$ cat config.mk
export PLATFORM = sky130hd
export DESIGN_NAME = gap_synced_frame_change_reporter
export DESIGN_NICKNAME = d
export VERILOG_FILES = /design/src/hdl/gscr_pkg.sv /design/src/hdl/gap_synced_frame_change_reporter.sv
export SDC_FILE = /design/constraint.sdc
export NUM_CORES = 1
export LEC_CHECK = 0
export BUFFER_PORTS_ARGS = -buffer_cell sky130_fd_sc_hd__buf_2
export CORE_MARGIN = 2
export CORE_UTILIZATION = 30
export DETAILED_ROUTE_END_ITERATION = 10
export HOLD_SLACK_MARGIN = 0.15
export SYNTH_ARGS = -nofsm -noshare
export SYNTH_HDL_FRONTEND = slang
export SYNTH_SLANG_ARGS = --single-unit
$ cat constraint.sdc
create_clock -name clk -period 5.75 [get_ports clk]
set_input_delay 0.575 -clock clk [delete_from_list [all_inputs] [get_ports clk]]
set_output_delay 0.575 -clock clk [all_outputs]
set_load 0.05 [all_outputs]
$ cat src/hdl/gscr_pkg.sv
// Package for the gap-synced frame change reporter: table, widths and reset values.
package gscr_pkg;

  // Default frame length and gap threshold after reset
  localparam int          FRAME_BITS_DEF  = 32;
  localparam logic [15:0] GAP_THR_RESET   = 16'd2000;

  // Counter sits this far past the frame end while idle
  localparam int          IDLE_MARGIN     = 10;

  // Mapped indicators, scanned in this order
  localparam int          IND_COUNT       = 12;
  localparam int          IND_IDX_W       = $clog2(IND_COUNT);

  // Wide view of a frame for table lookups
  localparam int          FRAME_EXT_W     = 64;

  // Port packing widths
  localparam int          IN_DATA_W       = 24;
  localparam int          OUT_DATA_W      = 16;

  // Frame bit of each indicator
  localparam logic [4:0] IND_BIT [IND_COUNT] = '{
    5'd31, 5'd29, 5'd27, 5'd25, 5'd15, 5'd13, 5'd11, 5'd9,
    5'd19, 5'd21, 5'd17, 5'd23
  };

  // Indicator slot of each indicator
  localparam logic [4:0] IND_SLOT [IND_COUNT] = '{
    5'd1, 5'd2, 5'd3, 5'd4, 5'd5, 5'd6, 5'd7, 5'd8,
    5'd17, 5'd18, 5'd19, 5'd20
  };

endpackage

$ cat src/hdl/gap_synced_frame_change_reporter.sv
// Top level: clock-edge frame receiver that reports indicator changes per frame.
//
//   channel | direction | contents
//   in_     | slave     | tdata = gap_us[15:0], clk_level[16], data_level[17]
//   out_    | master    | tdata = led_slot[4:0], frame_bit[9:5], level[10]; tlast = last
//   cfg_    | write     | cfg_wdata = gap_threshold_us
//
// An edge transaction is taken whenever the block is idle. An edge that completes a
// frame with a changed indicator starts a scan of the indicator table, one entry per
// cycle through a single compare/select step, except that a changed entry waits while
// the output is stalled; in_tready is low during the scan. The scan ends at the last
// changed entry. The output register holds a result while the next edge is taken.
// Reset (rst_n low, synchronous) clears the counter to idle and both frames to zero.
module gap_synced_frame_change_reporter #(
  parameter int FRAME_BITS = gscr_pkg::FRAME_BITS_DEF
) (
  input  logic                            clk,
  input  logic                            rst_n,
  // Edge channel
  input  logic                            in_tvalid,
  output logic                            in_tready,
  input  logic [gscr_pkg::IN_DATA_W-1:0]  in_tdata,   // gap_us[15:0], clk_level, data_level
  // Change report channel
  output logic                            out_tvalid,
  input  logic                            out_tready,
  output logic [gscr_pkg::OUT_DATA_W-1:0] out_tdata,  // led_slot[4:0], frame_bit[9:5], level
  output logic                            out_tlast,
  // Gap threshold register
  input  logic                            cfg_wen,
  input  logic [15:0]                     cfg_wdata
);
  import gscr_pkg::*;

  localparam int PW = $clog2(FRAME_BITS + IDLE_MARGIN + 1);
  localparam logic [PW-1:0] IDLE_POS = PW'(FRAME_BITS + IDLE_MARGIN);
  localparam logic [PW-1:0] END_POS  = PW'(FRAME_BITS);
  localparam logic [IND_IDX_W-1:0] LAST_IDX = IND_IDX_W'(IND_COUNT - 1);

  typedef enum logic {ST_IDLE, ST_SCAN} state_t;

  state_t                  state_r, state_nxt;
  logic [15:0]             thr_r, thr_nxt;
  logic                    edge_seen_r, edge_seen_nxt;
  logic                    prior_clk_r, prior_clk_nxt;
  logic [PW-1:0]           pos_r, pos_nxt;
  logic [FRAME_BITS-1:0]   frame_r, frame_nxt;
  logic [FRAME_BITS-1:0]   ref_r, ref_nxt;
  logic [IND_COUNT-1:0]    mask_r, mask_nxt;
  logic [IND_COUNT-1:0]    lvl_r, lvl_nxt;
  logic [IND_IDX_W-1:0]    idx_r, idx_nxt;
  logic                    out_valid_r, out_valid_nxt;
  logic [4:0]              out_slot_r, out_slot_nxt;
  logic [4:0]              out_bit_r, out_bit_nxt;
  logic                    out_lvl_r, out_lvl_nxt;
  logic                    out_last_r, out_last_nxt;

  logic [15:0]             in_gap;
  logic                    in_clk, in_data, in_take;
  logic [PW-1:0]           pos_start, pos_adv;
  logic [FRAME_BITS-1:0]   frame_upd;
  logic [FRAME_EXT_W-1:0]  frame_ext, ref_ext;
  logic [IND_COUNT-1:0]    chg_mask, new_lvl;
  logic                    out_free, rest_any;

  // Unpack the edge transaction
  assign in_gap  = in_tdata[15:0];
  assign in_clk  = in_tdata[16];
  assign in_data = in_tdata[17];
  assign in_tready = (state_r == ST_IDLE);
  assign in_take   = in_tvalid && in_tready;
  assign out_free  = !out_valid_r || out_tready;

  // Restart on a long gap, then store the data bit at the counter position
  always_comb begin
    pos_start = (edge_seen_r && (in_gap > thr_r)) ? '0 : pos_r;
    pos_adv   = (pos_start < IDLE_POS) ? pos_start + 1'b1 : pos_start;
    for (int i = 0; i < FRAME_BITS; i++) begin
      frame_upd[i] = (32'(pos_start) == i) ? in_data : frame_r[i];
    end
  end

  // Compare every mapped indicator of the updated frame with the reference
  always_comb begin
    frame_ext = {{(FRAME_EXT_W-FRAME_BITS){1'b0}}, frame_upd};
    ref_ext   = {{(FRAME_EXT_W-FRAME_BITS){1'b0}}, ref_r};
    for (int i = 0; i < IND_COUNT; i++) begin
      new_lvl[i]  = frame_ext[{1'b0, IND_BIT[i]}];
      chg_mask[i] = (32'(IND_BIT[i]) < FRAME_BITS) &&
                    (frame_ext[{1'b0, IND_BIT[i]}] != ref_ext[{1'b0, IND_BIT[i]}]);
    end
  end

  // Any change left after the current table entry
  always_comb begin
    rest_any = 1'b0;
    for (int i = 0; i < IND_COUNT; i++) begin
      if (i > 32'(idx_r) && mask_r[i]) begin
        rest_any = 1'b1;
      end
    end
  end

  // Sequencer: take edges while idle, walk the table after a complete frame
  always_comb begin
    state_nxt     = state_r;
    thr_nxt       = cfg_wen ? cfg_wdata : thr_r;
    edge_seen_nxt = edge_seen_r;
    prior_clk_nxt = prior_clk_r;
    pos_nxt       = pos_r;
    frame_nxt     = frame_r;
    ref_nxt       = ref_r;
    mask_nxt      = mask_r;
    lvl_nxt       = lvl_r;
    idx_nxt       = idx_r;
    out_valid_nxt = out_valid_r && !out_tready;
    out_slot_nxt  = out_slot_r;
    out_bit_nxt   = out_bit_r;
    out_lvl_nxt   = out_lvl_r;
    out_last_nxt  = out_last_r;
    unique case (state_r)
      ST_IDLE: begin
        if (in_take) begin
          edge_seen_nxt = 1'b1;
          prior_clk_nxt = in_clk;
          if ((prior_clk_r == in_clk) && (pos_start != '0)) begin
            // Same clock level mid-frame: abort and park the counter
            pos_nxt = IDLE_POS;
          end else begin
            pos_nxt   = pos_adv;
            frame_nxt = frame_upd;
            if (pos_adv == END_POS) begin
              ref_nxt  = frame_upd;
              mask_nxt = chg_mask;
              lvl_nxt  = new_lvl;
              idx_nxt  = '0;
              if (chg_mask != '0) begin
                state_nxt = ST_SCAN;
              end
            end
          end
        end
      end
      ST_SCAN: begin
        if (mask_r[idx_r]) begin
          // Emit this change once the output register is free
          if (out_free) begin
            out_valid_nxt = 1'b1;
            out_slot_nxt  = IND_SLOT[idx_r];
            out_bit_nxt   = IND_BIT[idx_r];
            out_lvl_nxt   = lvl_r[idx_r];
            out_last_nxt  = !rest_any;
            if (!rest_any || idx_r == LAST_IDX) begin
              state_nxt = ST_IDLE;
            end else begin
              idx_nxt = idx_r + 1'b1;
            end
          end
        end else if (idx_r == LAST_IDX) begin
          state_nxt = ST_IDLE;
        end else begin
          idx_nxt = idx_r + 1'b1;
        end
      end
      default: state_nxt = ST_IDLE;
    endcase
  end

  // Hold state and registered outputs
  always_ff @(posedge clk) begin
    if (!rst_n) begin
      state_r     <= ST_IDLE;
      thr_r       <= GAP_THR_RESET;
      edge_seen_r <= 1'b0;
      prior_clk_r <= 1'b0;
      pos_r       <= IDLE_POS;
      frame_r     <= '0;
      ref_r       <= '0;
      idx_r       <= '0;
      out_valid_r <= 1'b0;
    end else begin
      state_r     <= state_nxt;
      thr_r       <= thr_nxt;
      edge_seen_r <= edge_seen_nxt;
      prior_clk_r <= prior_clk_nxt;
      pos_r       <= pos_nxt;
      frame_r     <= frame_nxt;
      ref_r       <= ref_nxt;
      idx_r       <= idx_nxt;
      out_valid_r <= out_valid_nxt;
    end
    mask_r     <= mask_nxt;
    lvl_r      <= lvl_nxt;
    out_slot_r <= out_slot_nxt;
    out_bit_r  <= out_bit_nxt;
    out_lvl_r  <= out_lvl_nxt;
    out_last_r <= out_last_nxt;
  end

  assign out_tvalid = out_valid_r;
  assign out_tlast  = out_last_r;
  assign out_tdata  = {{(OUT_DATA_W-11){1'b0}}, out_lvl_r, out_bit_r, out_slot_r};

  // A scan only runs right after the counter reached the frame end
  a_scan_at_end: assert property (@(posedge clk) disable iff (!rst_n)
    (state_r == ST_SCAN) |-> (pos_r == END_POS))
    else $error("scan running with counter off the frame end");

  // A scan always has a change still ahead of it
  a_scan_has_work: assert property (@(posedge clk) disable iff (!rst_n)
    (state_r == ST_SCAN) |-> ((mask_r[idx_r]) || rest_any))
    else $error("scan running with no change left");

  // The counter never passes the idle value
  a_pos_bound: assert property (@(posedge clk) disable iff (!rst_n)
    pos_r <= IDLE_POS)
    else $error("bit counter beyond idle value");

  // Loading the final change of a frame ends the scan
  a_last_ends_scan: assert property (@(posedge clk) disable iff (!rst_n)
    (state_r == ST_SCAN && mask_r[idx_r] && out_free && !rest_any) |=> (state_r == ST_IDLE))
    else $error("scan continued after the final change");

endmodule
==> results of run 1 <==
==> worst min-delay path, cell delays in order <==
cell	delay [ps]
buf_2	70
nand2_1	40
o211ai_1	60
==> stage by stage <==
stage	hold slack [ps]	total power, mW	setup WS (ps)	std cells	instance area (um2)
2_1_floorplan	447	0.825	965	473	4790
3_3_place_gp	458	0.856	1150	709	5180
3_5_place_dp	477	0.863	1140	709	5180
4_1_cts	448	1.46	1450	725	5480
5_1_grt	453	1.51	1080	725	5480
6_report	451	1.44	1420	725	5480
==> area by class of cell <==
cell class	count	area, um2
Clock buffer	10	229
Clock inverter	6	73.8
Fill cell	1562	10200
Inverter	40	150
Multi-Input combinational cell	309	2330
Sequential cell	89	2130
Tap cell	216	270
Timing Repair Buffer	55	298
==> worst paths after layout <==
path | to | cells after the start | slack [ps]
min reg2reg | ref_r[31] | 2 | 480
min | thr_r[4] | 3 | 450
max reg2reg | state_r | 16 | 1420
max | state_r | 16 | 1420
==> cell families after synthesis <==
logic type | count (synthesis) | share of synthesized area [%]
AO/OA/AOI/OAI | 92 | 15.0
other | 2 | 0.157
XOR/XNOR | 16 | 2.94
AND/OR/NAND/NOR | 143 | 15.9
multiplexers | 32 | 9.28
flip-flops | 89 | 44.7
buffers and inverters | 75 | 6.87
adder cells (fa/ha/maj) | 20 | 5.24
==> registers in the layout, indices dropped and copies added, names as in the netlist <==
register and flops:
frame_r 12, mask_r 12, lvl_r 12, pos_r 6
prior_clk_r 1, state_r 1, out_bit_r 4, out_tlast 1
idx_r 4, edge_seen_r 1, out_lvl_r 1, ref_r 12
out_tvalid 1, out_slot_r 5, thr_r 16
==> where the power goes <==
group	switching [mW]	internal, mW
clock network	0.251	0.342
registers	0.0135	0.673
logic	0.0966	0.0658
total	0.361	1.08
==> cells in the final DEF (no fill, tap or decap), types with 4 or more instances in the layout <==
master / Yosys / routed
nand2_1: 55 / 55
dfxtp_1: 54 / 54
buf_2: 4 / 51
inv_1: 36 / 36
edfxtp_1: 35 / 35
nor2b_1: 25 / 25
nor2_1: 20 / 20
ha_1: 20 / 20
o211a_1: 19 / 19
mux2i_1: 18 / 18
a21oi_1: 14 / 14
xnor2_1: 13 / 13
clkbuf_16: 0 / 9
o211ai_1: 7 / 7
o21ai_1: 7 / 7
o22ai_1: 6 / 6
mux4_2: 6 / 6
o21a_1: 6 / 6
and3_1: 6 / 6
o21ai_0: 6 / 6
mux2i_2: 6 / 6
conb_1: 2 / 6
nand3_1: 5 / 5
nand2b_1: 5 / 5
nand4_1: 5 / 5
and2_1: 4 / 4
==> per-layer routing <==
layer	GRT usage [%]	vias up	routed length, um
li1	-	1707	-
met1	15.1	1632	4430
met2	20.8	91	4590
met3	3.28	14	387
met4	4.43	0	163
met5	0	-	0
==> flow_metrics.tcl, run 1 <==
set metrics [dict create \
    crit_buf_inv 1 \
    syn_avg_cell_area_um2 10.2 \
    synthCells 469 \
    clock.fmax_mhz 231 \
    setup_viol 0 \
    setup_tns_ps 0 \
    dp_hpwl_mm 7.01 \
    drv_cap 0 \
    gp_congestion 0.798 \
    synth_top_area_share_pct 22.6 \
    boundaryPins 64 \
    drt-vias-per-instance 4.75 \
    period_share_pct 75.4 \
    clk_path_buf_depth 2 \
    drv_slew 0 \
    synthMostInstantiatedCell "nand2_1" \
    synth-seq-cells 89 \
    critical-path-top-delay-family "compound AO/OA/AOI/OAI gates" \
    worstSetupPathType "flop to flop" \
    rows 46 \
    period_needed_ps 4330 \
    hp-start "cfg_wdata[4]" \
    insertion_delay_ps 350 \
    ys_top_cells_by_count "nand2_1 (55), dfxtp_1 (54), inv_1 (36)" \
    synthTopCellsByArea "dfxtp_1 (23%), edfxtp_1 (22%), ha_1 (5.2%), nand2_1 (4.3%), o211a_1 (4.0%)" \
    synth_edf_count 35 \
    yosys_warnings 0 \
    num_antenna_cells 0 \
    grt_pass1_wl_mm 16.4 \
    cp_data_required_time_ps 5980 \
    antenna_found_initial 0 \
    worst-slew-pin-transition_ps 1090 \
    fp.coreArea_um2 15700 \
    htree_num_levels 3 \
    drive_above_1_share_pct 18.7 \
    grt_usage_pct 12.3 \
    numCtsBuffers 9 \
    cts.sinks 89 \
    synth_area_leader_cell "dfxtp_1" \
    seq_area_frac_synth_pct 44.7 \
    synth.cell_area_um2 4770 \
    cts-root-buf "clkbuf_16" \
    ir_worst_vdd_v 0.000126 \
    synth_flop_cell "dfxtp_1" \
    first_iter_violations 153 \
    endpoint_kind "flop" \
    clock_skew_ps 9.91 \
    slowest_stage "o31ai_4" \
    drc_errors 0 \
    firstDrtPassIters 4 \
    status "finished, final reports clean" \
    relSlewSlack_pct 27.6 \
    crit_path_cell_trace "inv_1 -> ha_1 -> nand4_1 -> nor2_1 -> o2bb2ai_1 -> o31ai_4 -> and2_1 -> ha_1 -> and3b_1 -> nand2_1 -> o41ai_1 -> mux2i_1 -> xor2_1 -> nor2_1 -> or4bb_1 -> o311a_1" \
    r2r_start "thr_r[10]" \
    cts_setup_buffers 0 \
    crit_fanout 12 \
    synthArstFlopShare_pct 0 \
    cts_hold_buf 0 \
    die_h_um 130 \
    die_width_um 130 \
    grt_max_degree 57 \
    totalWireLength_mm 9.57 \
    p_per_area_nw_per_um2 263 \
    overflow 0 \
    hp-class "input pin to flop" \
    area_growth_pct 14.8 \
    fin_util_pct 34.9 \
    cpPeakStageDelay_ps 520 \
    cts_tree "done" \
    dieArea_um2 16900 \
    leakage_nw 2.43 \
    port_buffers 51 \
    wl_per_cell_um 13.2 \
    antenna_left 0 \
    cp-start-kind "flop" \
    final_nets 569 \
    final_hold_viol_count 0 \
    first_global_vias 3441 \
    cp.arrival_ps 4570 \
    crit_start "thr_r[10]" \
    ys_types 61 \
    start_util_pct 30.4 \
    clkTransAtPathRegs_ps 70 \
    rsz0062_at_grt "false" \
    cts_resized 0 \
    vias 3444 \
]
Power figures use the tool's default switching activity.
==> inputs of run 2 (changes only) <==
--- a/config.mk
+++ b/config.mk
@@ -5,6 +5,7 @@
 export SDC_FILE = /design/constraint.sdc
 export NUM_CORES = 1
 export LEC_CHECK = 0
+export ABC_AREA = 1
 export BUFFER_PORTS_ARGS = -buffer_cell sky130_fd_sc_hd__buf_2
 export CORE_MARGIN = 2
 export CORE_UTILIZATION = 30
==> constraint.sdc (replaced) <==
create_clock -name clk -period 3.79 [get_ports clk]
set_input_delay 0.379 -clock clk [delete_from_list [all_inputs] [get_ports clk]]
set_output_delay 0.379 -clock clk [all_outputs]
set_load 0.05 [all_outputs]
==> flow_metrics.tcl, run 2 <==
set metrics [dict create \
    status "finished, final reports clean" \
    rrSetupSlack_ps 520 \
    p_total_mw 2.27 \
    drv_cap 0 \
    period_share_pct 86.3 \
    drt-vias-per-instance 4.52 \
    boundaryPins 64 \
    stdcell_count 933 \
    antenna_found_initial 0 \
    cts_resized 0 \
    cp.arrival_ps 3450 \
    die_h_um 134 \
    synth-seq-cells 89 \
    cpPeakStageDelay_ps 390 \
    period_needed_ps 3270 \
    numCtsBuffers 9 \
    r2r.worst_path.cells 19 \
    worstSetupPathType "flop to flop" \
    worst-slew-pin-transition_ps 1160 \
    dieArea_um2 18100 \
    yosys_warnings 0 \
    r2r_start "thr_r[13]" \
    grt_max_degree 32 \
    layout_common_cells "nand2_1 (160), inv_1 (89), nor2_1 (54), dfxtp_1 (54), buf_2 (51)" \
    area_growth_pct 14.3 \
    fin_ws_ps 519 \
    cts_tree "done" \
    dpl.cell_count 917 \
    crit_fanout 5 \
    first_global_vias 3920 \
    cts.sinks 89 \
    die_width_um 134 \
    largest_register_ffs 16 \
    first_iter_violations 222 \
    endpoint_kind "flop" \
    slowest_stage "o21ai_0" \
    hp-start "cfg_wdata[9]" \
    nFillCells 1768 \
    synth_edf_count 35 \
    leakage_nw 2.62 \
    setup_viol 0 \
    setup_tns_ps 0 \
    syn_avg_cell_area_um2 7.66 \
    clk_path_buf_depth 2 \
    gp_congestion 0.874 \
    ys_types 44 \
    insertion_delay_ps 350 \
    largest_register "thr_r" \
    cp_data_required_time_ps 3970 \
    rsz0062_at_grt "false" \
    seq_area_frac_synth_pct 41.8 \
    grt_pass1_wl_mm 18.9 \
    firstDrtPassIters 4 \
    cp-start-kind "flop" \
    synthArstFlopShare_pct 0 \
    drive_above_1_share_pct 16.4 \
    drv_slew 0 \
    synthCells 666 \
    crit_path_cell_trace "inv_1 -> ha_1 -> a21oi_1 -> o21ai_0 -> a21oi_1 -> nand2_2 -> nand2_4 -> nand2_1 -> inv_1 -> ha_1 -> nand4_1 -> o21ai_0 -> nand3b_1 -> nand2_1 -> nand2_1 -> nor2_1 -> nand3_1 -> nand2_1 -> a21oi_2" \
    grt_usage_pct 13.0 \
    drc_errors 0 \
    final_hold_viol_count 0 \
    cts-root-buf "clkbuf_16" \
    synthMostInstantiatedCell "nand2_1" \
    whs_path_depth 3 \
    rows 47 \
    fp.coreArea_um2 16600 \
    whs_ps 248 \
    wl_per_cell_um 12.1 \
    ir_worst_vdd_v 0.000210 \
    p_per_area_nw_per_um2 389 \
    crit_top_cell "nand2_1" \
    port_buffers 51 \
    synthTopCellsByArea "dfxtp_1 (21%), edfxtp_1 (21%), nand2_1 (12%), inv_1 (6.6%), ha_1 (4.9%)" \
    final_nets 773 \
    relSlewSlack_pct 22.6 \
    hp-class "input pin to flop" \
    totalWireLength_mm 11.3 \
    synth_flop_cell "dfxtp_1" \
    num_antenna_cells 0 \
    htree_num_levels 3 \
    r2r_end "state_r" \
    layout_commonest_cell "nand2_1" \
    clock.fmax_mhz 306 \
    synth_top_area_share_pct 21.2 \
    min_to "thr_r[9]" \
    synth.cell_area_um2 5100 \
    cts_setup_buffers 0 \
    clkTransAtPathRegs_ps 70 \
    clock_skew_ps 6.15 \
    place_ws_ps 445 \
    cts_hold_buf 0 \
    vias 4216 \
    start_util_pct 30.7 \
    synth_area_leader_cell "dfxtp_1" \
    ys_top_cells_by_count "nand2_1 (160), inv_1 (89), dfxtp_1 (54), nor2_1 (54)" \
    overflow 0 \
    dp_hpwl_mm 8.38 \
    antenna_left 0 \
]
[run 2: area by class of cell]
type	count	area, um2	area share, %
clock buffers	10	229	3.93
clock inverters	6	57.6	0.988
inverters	96	360	6.18
multi-input cells	455	2450	42.0
flip-flops and latches	89	2130	36.6
well taps	220	275	4.72
repair buffers	57	325	5.58
[run 2: per-stage QoR]
step | area, um2 | utilization, %
2_1_floorplan | 5110 | -
3_3_place_gp | 5540 | 33.4
3_5_place_dp | 5540 | 33.4
4_1_cts | 5830 | 35.1
5_1_grt | 5830 | 35.1
6_report | 5830 | 35.1
[run 2: worst max-delay path, delay by kind of cell, from the launching register on]
kind | cells | cell delay (ps)
flip-flops | 1 | 310
buffers and inverters | 2 | 170
AND/OR/NAND/NOR | 10 | 1170
AO/OA/AOI/OAI | 5 | 870
adder cells (fa/ha/maj) | 2 | 590
[run 2: kinds of logic after synthesis]
group	Yosys count	synth area share [%]
AND/OR/NAND/NOR	305	28.4
XOR/XNOR	4	0.687
other	2	0.147
flip-flops	89	41.8
AO/OA/AOI/OAI	120	13.5
adder cells (fa/ha/maj)	20	4.91
buffers and inverters	126	10.5
[run 2: where the power goes]
| group | switching, mW | internal [mW] | total, mW |
|---|---|---|---|
| Combinational | 0.233 | 0.108 | 0.340 |
| Clock | 0.380 | 0.507 | 0.887 |
| Sequential | 0.0163 | 1.02 | 1.04 |
| Total | 0.629 | 1.64 | 2.27 |
[run 2: how the worst max path moves through the flow]
stage / to / cells after the start / slack (ps) / start
after floorplan: lvl_r[0] / 17 / 580 / in_tdata[11]
after global placement: state_r / 19 / 470 / in_tdata[15]
after detailed placement: state_r / 19 / 450 / in_tdata[11]
after CTS: state_r / 19 / 560 / thr_r[11]
after global routing: state_r / 19 / 180 / thr_r[13]
final: state_r / 19 / 520 / thr_r[13]
[run 2: metal layers]
metal	part of all wire, %	wire (um)	global-route usage, %
met1	49	5580	17.0
met2	45	5080	21.4
met3	3.5	394	1.89
met4	2.3	262	5.96
met5	0	0	0
==> inputs of run 3 (changes only) <==
--- a/config.mk
+++ b/config.mk
@@ -10,6 +10,7 @@
 export CORE_MARGIN = 2
 export CORE_UTILIZATION = 30
 export DETAILED_ROUTE_END_ITERATION = 10
+export GPL_TIMING_DRIVEN = 0
 export HOLD_SLACK_MARGIN = 0.15
 export SYNTH_ARGS = -nofsm -noshare
 export SYNTH_HDL_FRONTEND = slang
==> flow_metrics.tcl, run 3 (synthesis results as in run 2) <==
set metrics [dict create \
    clkTransAtPathRegs_ps 60 \
    htree_num_levels 3 \
    r2r_end "state_r" \
    drt-vias-per-instance 4.55 \
    slowest_stage "nor2_4" \
    largest_register_ffs 16 \
    clock.fmax_mhz 291 \
    stdcell_count 957 \
    fp.coreArea_um2 16600 \
    cp.arrival_ps 3720 \
    die_width_um 134 \
    relSlewSlack_pct 42.4 \
    num_antenna_cells 0 \
    ir_worst_vdd_v 0.000198 \
    hp-class "input pin to flop" \
    layout_commonest_cell "nand2_1" \
    leakage_nw 2.69 \
    drive_above_1_share_pct 17.2 \
    crit_top_cell "nand2_1" \
    dp_hpwl_mm 9.05 \
    cts_setup_buffers 0 \
    first_global_vias 3991 \
    clock_skew_ps 6.14 \
    r2r.worst_path.cells 24 \
    boundaryPins 64 \
    overflow 0 \
    grt_pass1_wl_mm 19.8 \
    crit_path_cell_trace "inv_1 -> ha_1 -> nand2_1 -> inv_2 -> nand2_1 -> nand2_1 -> nand2_1 -> nand2_1 -> nand2_1 -> nand2_2 -> nand2_4 -> buf_8 -> nand2_2 -> inv_2 -> ha_2 -> nand4_4 -> xor2_1 -> nand2_1 -> nand2_1 -> nor2_4 -> nand3_4 -> nor2_4 -> nand2_1 -> a21oi_2" \
    drv_cap 0 \
    cts-root-buf "clkbuf_16" \
    drc_errors 0 \
    p_per_area_nw_per_um2 391 \
    final_nets 797 \
    numCtsBuffers 9 \
    grt_max_degree 30 \
    cts.sinks 89 \
    gp_congestion 0.893 \
    first_iter_violations 324 \
    cts_tree "done" \
    worstSetupPathType "flop to flop" \
    area_growth_pct 16.9 \
    setup_viol 0 \
    dieArea_um2 18100 \
    drv_slew 0 \
    whs_path_depth 3 \
    min_to "thr_r[8]" \
    grt_usage_pct 13.9 \
    clk_path_buf_depth 2 \
    antenna_left 0 \
    layout_common_cells "nand2_1 (160), inv_1 (89), nor2_1 (54), buf_2 (54), dfxtp_1 (54)" \
    port_buffers 50 \
    fin_util_pct 35.9 \
    rsz0062_at_grt "false" \
    cpPeakStageDelay_ps 420 \
    die_h_um 134 \
    final_area_um2 5960 \
    period_needed_ps 3440 \
    status "finished, final reports clean" \
    hp-start "cfg_wdata[8]" \
    start_util_pct 30.7 \
    antenna_found_initial 0 \
    cp-start-kind "flop" \
    rrSetupSlack_ps 350 \
    crit_fanout 15 \
    wl_per_cell_um 12.7 \
    whs_ps 248 \
    insertion_delay_ps 340 \
    dpl.cell_count 940 \
    rows 47 \
    firstDrtPassIters 5 \
    largest_register "thr_r" \
    placed_cell_area_um2 5640 \
    period_share_pct 90.8 \
    final_hold_viol_count 0 \
    totalWireLength_mm 12.2 \
    vias 4358 \
    endpoint_kind "flop" \
    cp_data_required_time_ps 4060 \
    r2r_start "thr_r[3]" \
    worst-slew-pin-transition_ps 865 \
]
## run 3: cell types whose count changed in the layout (fill, tap and decap cells not counted), moves of 2 or more
cell,change
buf_12,-2
buf_6,+2
clkinv_1,-2
buf_4,+4
buf_2,+3
clkbuf_1,+16
## run 3: through the flow
step                      power, mW  setup WS (ps)  TNS, ps
after global routing           2.44           8.54        0
after floorplan                1.32            581        0
after detailed placement       1.41          -63.9     -614
after CTS                      2.35           67.8        0
after global placement         1.41          -27.0     -200
final                          2.33            348        0
## run 3: what timing repair did
item,CTS,global route
hold buffers,0,0
endpoints found under the setup margin,0,29
resized for setup,0,2
## run 3: final cells by class
| type | instances | area, um2 |
|---|---|---|
| plain buffers | 30 | 174 |
| multi-input cells | 456 | 2460 |
| clock buffers | 12 | 236 |
| flip-flops and latches | 89 | 2130 |
| inverters | 96 | 360 |
| well taps | 220 | 275 |
| clock inverters | 4 | 68.8 |
| repair buffers | 50 | 250 |
| fillers | 1727 | 10600 |
## run 3: worst max-delay path by stage
stage          cells past startpoint       end    startpoint
6_report                          24   state_r      thr_r[3]
3_5_place_dp                      21   state_r  in_tdata[15]
4_1_cts                           21   state_r     thr_r[15]
3_3_place_gp                      21   state_r  in_tdata[15]
2_1_floorplan                     17  lvl_r[0]  in_tdata[11]
5_1_grt                           21   state_r     thr_r[15]
## run 3: report_power, final
group	switching (mW)	leakage, nW	internal [mW]	total (mW)
sequential	0.0135	0.763	1.02	1.04
combinational	0.243	1.78	0.114	0.357
clock	0.365	0.148	0.575	0.940
total	0.621	2.69	1.71	2.33
## run 3: worst max-delay path, delay by kind of cell (launching register included)
kind / cells / cell delay (ps)
compound gates: 1 / 130
fa+ha+maj: 2 / 540
simple gates: 16 / 1870
xor+xnor: 1 / 190
buf+inv: 4 / 340
flops: 1 / 310
## run 3: per-layer routing
| layer | track usage [%] | share of wire (%) | up-vias |
|---|---|---|---|
| li1 | - | - | 2294 |
| met5 | 0 | 0 | - |
| met3 | 2.27 | 4.1 | 13 |
| met2 | 22.6 | 46 | 87 |
| met1 | 18.6 | 48 | 1964 |
| met4 | 5.09 | 1.6 | 0 |
